[config.mk]
export PLATFORM = sky130hd
export DESIGN_NAME = tiled_matvec_bias_packed_stream_unit_flat
export DESIGN_NICKNAME = d
export VERILOG_FILES = /design/src/hw/rtl/tmvb_pkg.sv /design/src/hw/rtl/tmvb_in_if.sv /design/src/hw/rtl/tmvb_out_if.sv /design/src/hw/rtl/tmvb_walker.sv /design/src/hw/rtl/tiled_matvec_bias_packed_stream_unit.sv /design/src/flat_wrapper.sv
export VERILOG_INCLUDE_DIRS = /design/src /design/src/hw/rtl
export SDC_FILE = /design/constraint.sdc
export NUM_CORES = 2
export LEC_CHECK = 0
export BUFFER_PORTS_ARGS = -buffer_cell sky130_fd_sc_hd__buf_4
export CAP_MARGIN = 25
export CORE_ASPECT_RATIO = 0.9
export CORE_MARGIN = 2
export CORE_UTILIZATION = 50
export CTS_BUF_LIST = sky130_fd_sc_hd__clkbuf_16
export DETAILED_ROUTE_END_ITERATION = 8
export GPL_ROUTABILITY_DRIVEN = 0
export PLACE_DENSITY = 0.65
export SYNTH_ARGS = -nofsm -noshare
export SYNTH_HDL_FRONTEND = slang
export SYNTH_SLANG_ARGS = --single-unit
[constraint.sdc]
create_clock -name i_clk -period 28.9 [get_ports i_clk]
set_input_delay 2.89 -clock i_clk [delete_from_list [all_inputs] [get_ports i_clk]]
set_output_delay 2.89 -clock i_clk [all_outputs]
set_load 0.02 [all_outputs]
[src/hw/rtl/assert_macros.svh]
// ----------------------------------------------------------------------------
// Assertion macros
// Shared concurrent assertion wrappers, clocked on i_clk and held off in reset.
// ----------------------------------------------------------------------------
`ifndef ASSERT_MACROS_SVH
`define ASSERT_MACROS_SVH

`ifndef NO_ASSERTIONS

// The consequent must hold in the same cycle as the antecedent.
`define CHK_SAME(lbl, ante, cons) \
    lbl: assert property (@(posedge i_clk) disable iff (!i_rst_n) (ante) |-> (cons)) \
        else $error("assertion failed: same-cycle check");

// The consequent must hold in the cycle after the antecedent.
`define CHK_NEXT(lbl, ante, cons) \
    lbl: assert property (@(posedge i_clk) disable iff (!i_rst_n) (ante) |=> (cons)) \
        else $error("assertion failed: next-cycle check");

`else

`define CHK_SAME(lbl, ante, cons)
`define CHK_NEXT(lbl, ante, cons)

`endif

`endif

[src/hw/rtl/tmvb_pkg.sv]
// ----------------------------------------------------------------------------
// tmvb_pkg
// Shared widths, register codes and types of the tiled matrix-vector unit.
// ----------------------------------------------------------------------------
`timescale 1ns / 1ps

package tmvb_pkg;

    // Beat field widths.
    localparam int OPND_W    = 16;
    localparam int PROD_W    = 2 * OPND_W;
    localparam int ACC_W     = 48;
    localparam int ROW_NUM_W = 10;
    localparam int BIAS_SHIFT = 15;

    // Configuration port.
    localparam int CFG_IDX_W  = 2;
    localparam int CFG_DATA_W = 11;
    localparam int TROWS_CFG_W = 7;

    // Default limits and register reset values.
    localparam int MAX_COLS_DEF      = 1024;
    localparam int MAX_ROWS_DEF      = 1024;
    localparam int MAX_TILE_ROWS_DEF = 64;
    localparam int IN_LENGTH_RST     = 400;
    localparam int OUT_LENGTH_RST    = 300;
    localparam int ROWS_PER_TILE_RST = 8;
    localparam int COLS_PER_TILE_RST = 32;

    // Slot field wide enough for the largest allowed tile height.
    localparam int SLOT_W = 8;

    typedef enum logic [CFG_IDX_W-1:0] {
        REG_IN_LENGTH     = 2'd0,
        REG_OUT_LENGTH    = 2'd1,
        REG_ROWS_PER_TILE = 2'd2,
        REG_COLS_PER_TILE = 2'd3
    } t_cfg_reg;

    // Where the next beat falls in the walk.
    typedef struct packed {
        logic [SLOT_W-1:0]    slot;
        logic [ROW_NUM_W-1:0] row;
        logic                 first_col;
        logic                 emit;
        logic                 last_row;
    } t_item_ctrl;

    // Limit a register value to the range 1..hi.
    function automatic int clamp_cfg(input int v, input int hi);
        int r;
        r = v;
        if (v < 1) begin
            r = 1;
        end else if (v > hi) begin
            r = hi;
        end
        return r;
    endfunction

endpackage

[src/hw/rtl/tmvb_in_if.sv]
// ----------------------------------------------------------------------------
// tmvb_in_if
// Input channel: one weight with its vector element and row bias per beat.
// ----------------------------------------------------------------------------
`timescale 1ns / 1ps

interface tmvb_in_if;
    import tmvb_pkg::*;

    logic                     valid;
    logic                     ready;
    logic signed [OPND_W-1:0] weight;
    logic signed [OPND_W-1:0] vector_value;
    logic signed [OPND_W-1:0] row_bias;

    modport source (output valid, output weight, output vector_value, output row_bias,
                    input ready);
    modport sink   (input valid, input weight, input vector_value, input row_bias,
                    output ready);
endinterface

[src/hw/rtl/tmvb_out_if.sv]
// ----------------------------------------------------------------------------
// tmvb_out_if
// Output channel: one finished row sum per beat.
// ----------------------------------------------------------------------------
`timescale 1ns / 1ps

interface tmvb_out_if;
    import tmvb_pkg::*;

    logic                     valid;
    logic                     ready;
    logic [ROW_NUM_W-1:0]     row_number;
    logic signed [ACC_W-1:0]  row_sum;
    logic                     vector_done;

    modport source (output valid, output row_number, output row_sum, output vector_done,
                    input ready);
    modport sink   (input valid, input row_number, input row_sum, input vector_done,
                    output ready);
endinterface

[src/hw/rtl/tmvb_walker.sv]
// ----------------------------------------------------------------------------
// tmvb_walker
// Configuration registers and the packed tile-order position counters.
// ----------------------------------------------------------------------------
`timescale 1ns / 1ps

module tmvb_walker #(
    parameter int MAX_COLS      = tmvb_pkg::MAX_COLS_DEF,
    parameter int MAX_ROWS      = tmvb_pkg::MAX_ROWS_DEF,
    parameter int MAX_TILE_ROWS = tmvb_pkg::MAX_TILE_ROWS_DEF
) (
    input  logic                              i_clk,
    input  logic                              i_rst_n,
    input  logic                              i_cfg_we,
    input  tmvb_pkg::t_cfg_reg                i_cfg_index,
    input  logic [tmvb_pkg::CFG_DATA_W-1:0]   i_cfg_wdata,
    input  logic                              i_advance,
    output tmvb_pkg::t_item_ctrl              o_ctrl
);
    import tmvb_pkg::*;

    localparam int ColW  = $clog2(MAX_COLS + 1);
    localparam int RowW  = $clog2(MAX_ROWS + 1);
    localparam int TrW   = $clog2(MAX_TILE_ROWS + 1);
    localparam int SlotW = (MAX_TILE_ROWS > 1) ? $clog2(MAX_TILE_ROWS) : 1;
    localparam int MaxW  = (RowW > ColW) ? ((RowW > TrW) ? RowW : TrW)
                                         : ((ColW > TrW) ? ColW : TrW);
    localparam int AW    = MaxW + 1;

    // Clamped register values.
    logic [ColW-1:0]  r_n_cols;
    logic [RowW-1:0]  r_n_rows;
    logic [TrW-1:0]   r_t_rows;
    logic [ColW-1:0]  r_t_cols;

    // Walk position.
    logic [RowW-1:0]  r_tfr, n_tfr;
    logic [ColW-1:0]  r_tfc, n_tfc;
    logic [SlotW-1:0] r_rit, n_rit;
    logic [ColW-1:0]  r_cc,  n_cc;

    logic [AW-1:0] w_row, w_cs, w_col_end, w_next_tfr;
    logic          w_row_last, w_rit_last, w_tile_last, w_rt_last, w_col_last;

    always_comb begin
        w_row       = AW'(r_tfr) + AW'(r_rit);
        w_row_last  = (w_row + AW'(1)) >= AW'(r_n_rows);
        w_rit_last  = (AW'(r_rit) + AW'(1)) >= AW'(r_t_rows);
        w_tile_last = w_row_last || w_rit_last;
        w_cs        = AW'(r_tfc) + AW'(r_t_cols);
        w_rt_last   = w_cs >= AW'(r_n_cols);
        w_col_end   = w_rt_last ? AW'(r_n_cols) : w_cs;
        w_col_last  = (AW'(r_cc) + AW'(1)) >= w_col_end;
        w_next_tfr  = AW'(r_tfr) + AW'(r_t_rows);
    end

    always_comb begin
        o_ctrl.slot      = SLOT_W'(r_rit);
        o_ctrl.row       = w_row[ROW_NUM_W-1:0];
        o_ctrl.first_col = (r_cc == '0);
        o_ctrl.emit      = w_col_last && w_rt_last;
        o_ctrl.last_row  = w_row_last;
    end

    always_comb begin
        n_tfr = r_tfr;
        n_tfc = r_tfc;
        n_rit = r_rit;
        n_cc  = ColW'(AW'(r_cc) + AW'(1));
        if (w_col_last) begin
            n_cc = r_tfc;
            if (!w_tile_last) begin
                n_rit = SlotW'(AW'(r_rit) + AW'(1));
            end else begin
                n_rit = '0;
                if (w_rt_last) begin
                    n_tfc = '0;
                    n_tfr = (w_next_tfr >= AW'(r_n_rows)) ? '0 : RowW'(w_next_tfr);
                    n_cc  = '0;
                end else begin
                    n_tfc = ColW'(w_col_end);
                    n_cc  = ColW'(w_col_end);
                end
            end
        end
    end

    always_ff @(posedge i_clk) begin
        if (!i_rst_n) begin
            r_n_cols <= ColW'(clamp_cfg(IN_LENGTH_RST, MAX_COLS));
            r_n_rows <= RowW'(clamp_cfg(OUT_LENGTH_RST, MAX_ROWS));
            r_t_rows <= TrW'(clamp_cfg(ROWS_PER_TILE_RST, MAX_TILE_ROWS));
            r_t_cols <= ColW'(clamp_cfg(COLS_PER_TILE_RST, MAX_COLS));
            r_tfr    <= '0;
            r_tfc    <= '0;
            r_rit    <= '0;
            r_cc     <= '0;
        end else if (i_cfg_we) begin
            case (i_cfg_index)
                REG_IN_LENGTH: begin
                    r_n_cols <= ColW'(clamp_cfg(int'(i_cfg_wdata), MAX_COLS));
                end
                REG_OUT_LENGTH: begin
                    r_n_rows <= RowW'(clamp_cfg(int'(i_cfg_wdata), MAX_ROWS));
                end
                REG_ROWS_PER_TILE: begin
                    r_t_rows <= TrW'(clamp_cfg(int'(i_cfg_wdata[TROWS_CFG_W-1:0]),
                                               MAX_TILE_ROWS));
                end
                REG_COLS_PER_TILE: begin
                    r_t_cols <= ColW'(clamp_cfg(int'(i_cfg_wdata), MAX_COLS));
                end
                default: begin
                end
            endcase
            // Any register write restarts the walk at row 0, column 0.
            r_tfr <= '0;
            r_tfc <= '0;
            r_rit <= '0;
            r_cc  <= '0;
        end else if (i_advance) begin
            r_tfr <= n_tfr;
            r_tfc <= n_tfc;
            r_rit <= n_rit;
            r_cc  <= n_cc;
        end
    end

endmodule

[src/hw/rtl/tiled_matvec_bias_packed_stream_unit.sv]
// A row's last-column beat passes the multiply-stage register, then the output register, which offers the result beat.
// Throughput: one weight beat per cycle, sustained; the input stalls only when the
// multiply stage holds a row-finishing beat and the output register is still held.
// Reset (synchronous, active low) restores the register defaults and restarts the walk.
// The accumulator memory is not cleared; a row seeds its slot on its first column.
// ----------------------------------------------------------------------------
// tiled_matvec_bias_packed_stream_unit
// Dense layer y = W*x + b over a weight stream in packed row-tile order.
// ----------------------------------------------------------------------------
`timescale 1ns / 1ps
`include "assert_macros.svh"

module tiled_matvec_bias_packed_stream_unit #(
    parameter int MAX_COLS      = tmvb_pkg::MAX_COLS_DEF,
    parameter int MAX_ROWS      = tmvb_pkg::MAX_ROWS_DEF,
    parameter int MAX_TILE_ROWS = tmvb_pkg::MAX_TILE_ROWS_DEF
) (
    input  logic                            i_clk,
    input  logic                            i_rst_n,
    input  logic                            i_cfg_we,
    input  tmvb_pkg::t_cfg_reg              i_cfg_index,
    input  logic [tmvb_pkg::CFG_DATA_W-1:0] i_cfg_wdata,
    tmvb_in_if.sink                         i_in,
    tmvb_out_if.source                      o_out
);
    import tmvb_pkg::*;

    localparam int SlotW = (MAX_TILE_ROWS > 1) ? $clog2(MAX_TILE_ROWS) : 1;

    // The design is a two-register pipeline. At the accept edge the walker's
    // view of the beat (tile slot, row, first/last column) is captured with
    // the registered product and the slot's parked partial sum read from the
    // accumulator memory. Then the accumulate step adds the product onto the
    // right base; as the stage advances the sum goes to the running accumulator,
    // back into the memory and, for a finished row, into the output register.

    // Handshake and walker.
    logic       w_accept;
    t_item_ctrl w_ctrl;

    // Multiply stage.
    logic                      r_p1_valid;
    t_item_ctrl                r_p1_ctrl;
    logic signed [PROD_W-1:0]  r_p1_prod;
    logic signed [OPND_W-1:0]  r_p1_bias;
    logic signed [ACC_W-1:0]   r_p1_rdata;
    logic                      w_p1_adv;
    logic                      w_p1_go;
    logic signed [PROD_W-1:0]  w_prod;

    // Accumulate stage.
    logic signed [ACC_W-1:0]   r_acc_mem [MAX_TILE_ROWS];
    logic signed [ACC_W-1:0]   r_acc;
    logic [SlotW-1:0]          r_acc_slot;
    logic [SlotW-1:0]          w_p1_slot;
    logic signed [ACC_W-1:0]   w_seed;
    logic signed [ACC_W-1:0]   w_base;
    logic signed [ACC_W-1:0]   w_sum;

    // Output register.
    logic                      r_out_valid;
    logic [ROW_NUM_W-1:0]      r_out_row;
    logic signed [ACC_W-1:0]   r_out_sum;
    logic                      r_out_done;

    // The multiply stage moves on unless it holds a finished row that the
    // output register cannot take yet.
    assign w_p1_adv   = !r_p1_ctrl.emit || !r_out_valid || o_out.ready;
    assign w_p1_go    = r_p1_valid && w_p1_adv;
    assign i_in.ready = !r_p1_valid || w_p1_adv;
    assign w_accept   = i_in.valid && i_in.ready;

    tmvb_walker #(
        .MAX_COLS      (MAX_COLS),
        .MAX_ROWS      (MAX_ROWS),
        .MAX_TILE_ROWS (MAX_TILE_ROWS)
    ) u_walker (
        .i_clk       (i_clk),
        .i_rst_n     (i_rst_n),
        .i_cfg_we    (i_cfg_we),
        .i_cfg_index (i_cfg_index),
        .i_cfg_wdata (i_cfg_wdata),
        .i_advance   (w_accept),
        .o_ctrl      (w_ctrl)
    );

    assign w_prod = i_in.weight * i_in.vector_value;

    always_ff @(posedge i_clk) begin
        if (!i_rst_n) begin
            r_p1_valid <= 1'b0;
        end else if (w_accept || w_p1_go) begin
            r_p1_valid <= w_accept;
        end
    end

    always_ff @(posedge i_clk) begin
        if (w_accept) begin
            r_p1_ctrl <= w_ctrl;
            r_p1_prod <= w_prod;
            r_p1_bias <= i_in.row_bias;
        end
    end

    // Registered read of the slot's parked partial sum, taken at the accept edge.
    always_ff @(posedge i_clk) begin
        if (w_accept) begin
            r_p1_rdata <= r_acc_mem[w_ctrl.slot[SlotW-1:0]];
        end
    end

    always_ff @(posedge i_clk) begin
        if (w_p1_go) begin
            r_acc_mem[w_p1_slot] <= w_sum;
        end
    end

    // On column 0 the bias, scaled to Q17.30, seeds the row. Otherwise the
    // base is the running accumulator when the previous beat worked on the
    // same slot (it is newer than the memory read, which may have been taken
    // at the very edge that wrote that slot); else the parked value.
    assign w_p1_slot = r_p1_ctrl.slot[SlotW-1:0];
    assign w_seed    = {{(ACC_W - OPND_W - BIAS_SHIFT){r_p1_bias[OPND_W-1]}},
                        r_p1_bias, {BIAS_SHIFT{1'b0}}};

    always_comb begin
        if (r_p1_ctrl.first_col) begin
            w_base = w_seed;
        end else if (r_acc_slot == w_p1_slot) begin
            w_base = r_acc;
        end else begin
            w_base = r_p1_rdata;
        end
        w_sum = w_base + {{(ACC_W - PROD_W){r_p1_prod[PROD_W-1]}}, r_p1_prod};
    end

    always_ff @(posedge i_clk) begin
        if (w_p1_go) begin
            r_acc      <= w_sum;
            r_acc_slot <= w_p1_slot;
        end
    end

    // Output register: loads a finished row, holds it until the beat is taken.
    always_ff @(posedge i_clk) begin
        if (!i_rst_n) begin
            r_out_valid <= 1'b0;
        end else if (w_p1_go && r_p1_ctrl.emit) begin
            r_out_valid <= 1'b1;
        end else if (o_out.ready) begin
            r_out_valid <= 1'b0;
        end
    end

    always_ff @(posedge i_clk) begin
        if (w_p1_go && r_p1_ctrl.emit) begin
            r_out_row  <= r_p1_ctrl.row;
            r_out_sum  <= w_sum;
            r_out_done <= r_p1_ctrl.last_row;
        end
    end

    assign o_out.valid       = r_out_valid;
    assign o_out.row_number  = r_out_row;
    assign o_out.row_sum     = r_out_sum;
    assign o_out.vector_done = r_out_done;

    // The input is held off only by a finished row waiting behind a held output.
    `CHK_SAME(a_ready_only_on_stall, !i_in.ready,
              r_p1_valid && r_p1_ctrl.emit && r_out_valid && !o_out.ready)
    // A finished row leaving the multiply stage always lands in the output register.
    `CHK_NEXT(a_emit_reaches_output, w_p1_go && r_p1_ctrl.emit, r_out_valid)
    // After the last row of the vector the walk is back at row 0, column 0.
    `CHK_NEXT(a_wrap_after_vector, w_accept && w_ctrl.emit && w_ctrl.last_row,
              w_ctrl.first_col && (w_ctrl.slot == '0) && (w_ctrl.row == '0))

endmodule
[src/flat_wrapper.sv]
// flat-port wrapper written by rule: the top's interface ports become plain ports
module tiled_matvec_bias_packed_stream_unit_flat import tmvb_pkg::*;
#(
    parameter int MAX_COLS      = tmvb_pkg::MAX_COLS_DEF,
    parameter int MAX_ROWS      = tmvb_pkg::MAX_ROWS_DEF,
    parameter int MAX_TILE_ROWS = tmvb_pkg::MAX_TILE_ROWS_DEF
)
  (i_clk, i_rst_n, i_cfg_we, i_cfg_index, i_cfg_wdata, i_in_valid, i_in_weight, i_in_vector_value, i_in_row_bias, i_in_ready, o_out_valid, o_out_row_number, o_out_row_sum, o_out_vector_done, o_out_ready);
  tmvb_in_if i_in_i ();
  tmvb_out_if o_out_i ();
  input  logic i_clk;
  input  logic i_rst_n;
  input  logic i_cfg_we;
  input  tmvb_pkg::t_cfg_reg i_cfg_index;
  input  logic [tmvb_pkg::CFG_DATA_W-1:0] i_cfg_wdata;
  input wire logic [$bits(i_in_i.valid)-1:0] i_in_valid;
  input wire logic [$bits(i_in_i.weight)-1:0] i_in_weight;
  input wire logic [$bits(i_in_i.vector_value)-1:0] i_in_vector_value;
  input wire logic [$bits(i_in_i.row_bias)-1:0] i_in_row_bias;
  output wire logic [$bits(i_in_i.ready)-1:0] i_in_ready;
  output wire logic [$bits(o_out_i.valid)-1:0] o_out_valid;
  output wire logic [$bits(o_out_i.row_number)-1:0] o_out_row_number;
  output wire logic [$bits(o_out_i.row_sum)-1:0] o_out_row_sum;
  output wire logic [$bits(o_out_i.vector_done)-1:0] o_out_vector_done;
  input wire logic [$bits(o_out_i.ready)-1:0] o_out_ready;
  assign i_in_i.valid = i_in_valid;
  assign i_in_i.weight = i_in_weight;
  assign i_in_i.vector_value = i_in_vector_value;
  assign i_in_i.row_bias = i_in_row_bias;
  assign i_in_ready = i_in_i.ready;
  assign o_out_valid = o_out_i.valid;
  assign o_out_row_number = o_out_i.row_number;
  assign o_out_row_sum = o_out_i.row_sum;
  assign o_out_vector_done = o_out_i.vector_done;
  assign o_out_i.ready = o_out_ready;
  tiled_matvec_bias_packed_stream_unit #(.MAX_COLS(MAX_COLS), .MAX_ROWS(MAX_ROWS), .MAX_TILE_ROWS(MAX_TILE_ROWS)) u_core (.i_clk(i_clk), .i_rst_n(i_rst_n), .i_cfg_we(i_cfg_we), .i_cfg_index(i_cfg_index), .i_cfg_wdata(i_cfg_wdata), .i_in(i_in_i), .o_out(o_out_i));
endmodule
After elaboration in Yosys (flattened, before gate mapping)
Memories as Yosys holds them, arrays and structs flattened. A register that Yosys moved wholly into a read port is not among the register bits.
Cells that the tools add are included.
{"block": "totals", "memories": 1, "output_inout_bits": 61, "input_bits": 66, "ramBits": 3072, "regBits": 261}
{"block": "op_classes", "multipliers": 1, "order_cmp": 9, "n_reduce_logical": 22, "mux": 16, "addsub": 7, "bitwise": 1, "eq_ne": 4}
{"name": "u_core.r_acc_mem", "words": 64, "word_bits": 48, "rd": 1, "rd_ports_with_merged_regs": 1, "write_ports": 1, "line_no": "tiled_matvec_bias_packed_stream_unit.sv:52", "source": "logic signed [ACC_W-1:0] r_acc_mem [MAX_TILE_ROWS];"}
{"cell": "48-bit 2-to-1 mux", "n": 2}
{"cell": "11-bit 2-to-1 mux", "n": 6}
{"cell": "48-bit adder", "n": 1}
{"cell": "12-bit by 11-bit greater-or-equal comparator with 1-bit output", "n": 3}
{"cell": "16-bit by 16-bit multiplier with 32-bit output", "n": 1}
{"cell": "7-bit 2-to-1 mux", "n": 2}
{"cell": "11-bit by 1-bit adder with 12-bit output, second input constant", "n": 1}
{"cell": "11-bit by 11-bit adder with 12-bit output", "n": 1}
{"cell": "11-bit by 6-bit adder with 12-bit output", "n": 1}
{"cell": "11-bit by 7-bit adder with 12-bit output", "n": 1}
{"cell": "12-bit by 1-bit adder with 12-bit output, second input constant", "n": 1}
{"cell": "12-bit greater-or-equal comparator", "n": 1}
{"cell": "12-bit by 7-bit greater-or-equal comparator with 1-bit output", "n": 1}
{"cell": "12-bit 2-to-1 mux", "n": 1}
{"cell": "11-bit greater-than comparator, second input constant", "n": 1}
{"cell": "11-bit zero test", "n": 1}
{"cell": "11-bit by 1-bit less-than comparator with 1-bit output, second input constant", "n": 1}
{"cell": "2-bit AND reduction", "n": 5}
{"cell": "6-bit by 1-bit adder with 7-bit output, second input constant", "n": 1}
{"cell": "7-bit greater-than comparator, second input constant", "n": 1}
{"cell": "7-bit by 1-bit less-than comparator with 1-bit output, second input constant", "n": 1}
{"cell": "6-bit == test", "n": 1}
{"cell": "6-bit 2-to-1 mux", "n": 1}
{"cell": "1-bit logical OR", "n": 5}
{"cell": "10 further kinds", "n": 19}

Depth between registers and ports, before layout
{"block": "depth", "word_depth": 6, "depth_mapped": 28}

Cells and area by module
Synthesis repeated with hierarchy kept, for this count alone.
{"block": "unflattened", "cells_unflattened": 7052, "hier_area_um2": 142940.8}
{"mod": "tiled_matvec_bias_packed_stream_unit", "area_per_inst_um2": 136638.5, "instances": 1, "cells_per_inst": 6265}
{"mod": "tmvb_walker", "area_per_inst_um2": 6302.3, "instances": 1, "cells_per_inst": 787}

Worst setup path before layout
No wires, ideal clock.
{"block": "synth_timing", "path_kind": "input port to flip-flop", "startpoint": "input o_out_ready", "endpoint": "memory u_core.r_acc_mem[27][0], enable pin", "setup_ps": 454, "arrival_time_ps": 8832, "path_stages": 4, "n_path_buf": 0, "setup_slack_ps": 19614, "cell_sequence": "nor2b_1 -> a21boi_1 -> nand4b_1 -> nor2_1"}
{"block": "synth_via", "elab_chain_len": 4}
{"item": "from (decl)", "line_no": "flat_wrapper.sv:25", "source": "input wire logic [$bits(o_out_i.ready)-1:0] o_out_ready;"}
{"item": "1-bit logical OR", "line_no": "tiled_matvec_bias_packed_stream_unit.sv:68", "source": "assign w_p1_adv = !r_p1_ctrl.emit || !r_out_valid || o_out.ready;"}
{"item": "1-bit logical AND", "line_no": "tiled_matvec_bias_packed_stream_unit.sv:69", "source": "assign w_p1_go = r_p1_valid && w_p1_adv;"}
{"item": "named net u_core.w_p1_go", "line_no": "tiled_matvec_bias_packed_stream_unit.sv:48", "source": "logic w_p1_go;"}
{"item": "1-bit 2-to-1 mux", "line_no": "tiled_matvec_bias_packed_stream_unit.sv:113", "source": "if (w_p1_go) begin"}
{"item": "1-bit 2-to-1 mux (implied by the code)", "line_no": "tiled_matvec_bias_packed_stream_unit.sv:114", "source": "r_acc_mem[w_p1_slot] <= w_sum;"}
{"item": "to (decl)", "line_no": "tiled_matvec_bias_packed_stream_unit.sv:52"}
The timed path passes the listed nets, and every way through them passes these cells.

Final worst setup path
{"block": "layout_timing", "startpoint": "input i_in_weight[15]", "endpoint": "register u_core.r_p1_prod[31] (data pin)"}
{"block": "layout_via", "elab_chain_len": 1}
{"item": "from (decl)", "line_no": "flat_wrapper.sv:17", "source": "input wire logic [$bits(i_in_i.weight)-1:0] i_in_weight;"}
{"item": "16-bit by 16-bit multiplier with 32-bit output", "line_no": "tiled_matvec_bias_packed_stream_unit.sv:87", "source": "assign w_prod = i_in.weight * i_in.vector_value;"}
{"item": "named net u_core.w_prod[31]", "line_no": "tiled_matvec_bias_packed_stream_unit.sv:49", "source": "logic signed [PROD_W-1:0] w_prod;"}
{"item": "to (signal assigned)", "line_no": "tiled_matvec_bias_packed_stream_unit.sv:100", "source": "r_p1_prod <= w_prod;"}
{"item": "to (decl)", "line_no": "tiled_matvec_bias_packed_stream_unit.sv:44", "source": "logic signed [PROD_W-1:0] r_p1_prod;"}
The timed path passes the listed nets, and every way through them passes these cells.
A chain may end at the register's enable or synchronous reset.

==> impl_metrics.tcl <==
set metrics [dict create \
    startpoint_type "primary input" \
    drt_iter0_drc 10300 \
    clkLatencyLatePin_ns 0.98 \
    hold_path_class "reg2reg" \
    synth_cell_types 86 \
    yosys-top-cells-area "edfxtp_1 69%, mux4_2 16%, fa_1 3.7%, ha_1 1.8%, dfxtp_1 1.1%" \
    cts_resized 0 \
    hold_viol 0 \
    cp_max_fo 16 \
    tightest_slew_ns 1.13 \
    clkTransAtPathRegs_ns 0.05 \
    synth_seq_cells 3381 \
    routedWlPerCell_um 34.1 \
    clockBufferDepth 4 \
    syn_area_per_cell_um2 20.3 \
    dp_hpwl_um 221000 \
    slew_violations 0 \
    vias_per_cell 6.43 \
    start_util_pct 50.2 \
    critPathRequiredTime_ns 29.54 \
    cts_hold_buf 0 \
    fin_crit_ns 8.54 \
    synth_edf_count 3300 \
    rsz0062_at_grt "no" \
    die_w_um 567 \
    drc_errors 0 \
    yosysTopAreaCell "edfxtp_1" \
    relSlewSlack_pct 25.0 \
    yosysMostFrequentCell "edfxtp_1" \
    grt-ovfl-total 0 \
    wl_um 390000 \
    antenna_found_initial 21 \
    p_total_mw 15.8 \
    synth_fp_nets 7561 \
    grt_start_max_net_pins 128 \
    numPortBuffers 126 \
    die-height_um 511 \
    whs_ns 0.415 \
    numCtsBuffers 341 \
    powerDensity_mw_per_mm2 97.8 \
    htreeDepth 5 \
    track_usage_pct 26.9 \
    first_pass_iters 6 \
    finalSetupTns_ns 0 \
    yosysTopAreaCellShare_pct 69.4 \
    syn_inst 7020 \
    cts_setup_buffers 0 \
    design.portCount 127 \
    crit_top_cell "fa_1" \
    core_mm2 0.285 \
    p_leak_nw 52.4 \
    max_freq_ghz 0.117 \
    dieArea_mm2 0.290 \
    rows 186 \
    max_cap_viol_count 0 \
    path_cells "buf_4 > nand2_1 > inv_1 > fa_1 > fa_1 > fa_1 > fa_1 > fa_1 > inv_1 > fa_1 > inv_1 > ha_1 > nand2_1 > o21ai_0 > a2111oi_0 > a21oi_1 > a2111oi_0 > o31ai_1 > nor2_1 > a21oi_1 > xnor2_1" \
    syn_area_mm2 0.143 \
    ys_warn_count 0 \
    ys_top_cells_by_count "3300 x edfxtp_1, 1008 x mux4_2, 361 x inv_1" \
    outcome "finished, final reports clean" \
    finClkSkew_ns 0.0984 \
    drive_above_1_share_pct 26.1 \
    nets 7933 \
    slowest_stage "fa_1" \
    cts.root.buffer_cell "clkbuf_16" \
    synthFlopType "edfxtp_1" \
    fill_cells 20900 \
    finalCritPeriodShare_pct 29.5 \
    finalSetupViolCount 0 \
    cp-end-kind "register" \
    postSynth.asyncResetShare_pct 0 \
    peakVddDrop_uv 157 \
    cpPeakStageDelay_ns 0.75 \
    ys_seq_area_share_pct 70.6 \
    crit_type "in2reg" \
    drtAntennaViolNets 0 \
    grt_pass1_wl_um 552000 \
    vias 73500 \
    area_growth_pct 12.9 \
    cp.arrival_ns 9.17 \
    cts_tree "yes" \
    grt_pass1_vias 72600 \
    cts.sinks 3381 \
]
-- path summary, 6_finish.rpt --
| check | end | start | depth (start not counted) | slack [ns] |
|---|---|---|---|---|
| max | u_core.r_p1_prod[31] | i_in_weight[15] | 21 | 20.36 |
| min | u_core.o_out.vector_done | u_core.r_p1_ctrl[0] | 0 | 0.41 |
| max reg2reg | u_core.r_acc_mem[48][44] | u_core.r_p1_ctrl[14] | 17 | 21.81 |
| min reg2reg | u_core.o_out.vector_done | u_core.r_p1_ctrl[0] | 0 | 0.41 |
-- per-stage QoR --
stage                     utilization (%)  instance area, um2  cells  worst slack, ns
after CTS                            56.6              161000  11400            20.37
after floorplan                         -              143000   7020            19.61
final                                56.6              161000  11400            20.36
after global placement               52.6              150000  10800            19.37
after detailed placement             52.7              150000  10800            19.44
after global routing                 56.6              161000  11400            19.97
-- worst max-delay path: cells and delay by family --
kind            cells  cell delay, ns
fa+ha+maj           7            3.58
compound gates      6            1.73
buf+inv             4            0.37
xor+xnor            1            0.13
simple gates        3            0.47
-- flip-flops by register name, summed over array words and instances, names as in the netlist, 6 cells and up --
register and cells:
u_core.r_acc_mem 3072, u_core.o_out.row_sum 48, u_core.r_acc 48, u_core.r_p1_rdata 48, u_core.r_p1_prod 32, u_core.r_p1_ctrl 19, u_core.r_p1_bias 16, u_core.u_walker.r_cc 11
u_core.u_walker.r_n_cols 11, u_core.u_walker.r_n_rows 11, u_core.u_walker.r_t_cols 11, u_core.u_walker.r_tfc 11, u_core.u_walker.r_tfr 11, u_core.o_out.row_number 10, u_core.u_walker.r_t_rows 7, u_core.r_acc_slot 6
u_core.u_walker.r_rit 6
-- layout make-up --
| type | count | area (um2) | share of cell area, % |
|---|---|---|---|
| Timing Repair Buffer | 358 | 2930 | 1.82 |
| Clock buffer | 350 | 8760 | 5.44 |
| Clock inverter | 270 | 2220 | 1.38 |
| Tap cell | 3760 | 4700 | 2.92 |
| Inverter | 362 | 1360 | 0.847 |
| Sequential cell | 3381 | 101000 | 62.5 |
| Multi-Input combinational cell | 2948 | 40400 | 25.1 |
| Antenna cell | 4 | 10.0 | 0.00621 |
-- where the power goes --
| group | total [mW] | switching (mW) | internal, mW |
|---|---|---|---|
| clock network | 4.34 | 1.87 | 2.46 |
| registers | 7.20 | 0.0450 | 7.15 |
| logic | 4.22 | 2.99 | 1.23 |
-- cell usage in the layout (no fill, tap or decap), types with 71 or more instances in the layout --
master,netlist,final
a21oi_1,149,146
ha_1,209,208
and2_1,142,141
edfxtp_1,3300,3300
clkbuf_16,0,350
fa_1,266,266
nand2_1,259,259
clkinv_2,0,72
o21ai_0,88,88
nor2_1,161,93
buf_4,1,342
inv_1,361,424
dfxtp_1,81,75
clkinv_1,0,71
mux4_2,1008,1008
-- logic make-up (layout without fill, tap and decap cells) --
kind of cell	Yosys count	after routing	synth area share, %
adders and majority gates	475	475	5.56
muxes	1057	1057	16.2
xor gates and xnor gates	120	120	0.736
DFF	3381	3381	70.6
and+or+nand+nor	811	811	2.85
buffers and inverters	691	1340	1.85
AOI/OAI and AO/OA	484	484	2.19
other	1	5	0.00263
-- metal layers --
layer  vias up  track usage [%]  share of wire, %
met5         -                0             0.011
li1      29100                -                 -
met2      4207             41.6                47
met4         6             8.94               3.8
met1     39500             38.8                39
met3       753             5.28                10
(Power assumes the default switching activity.)
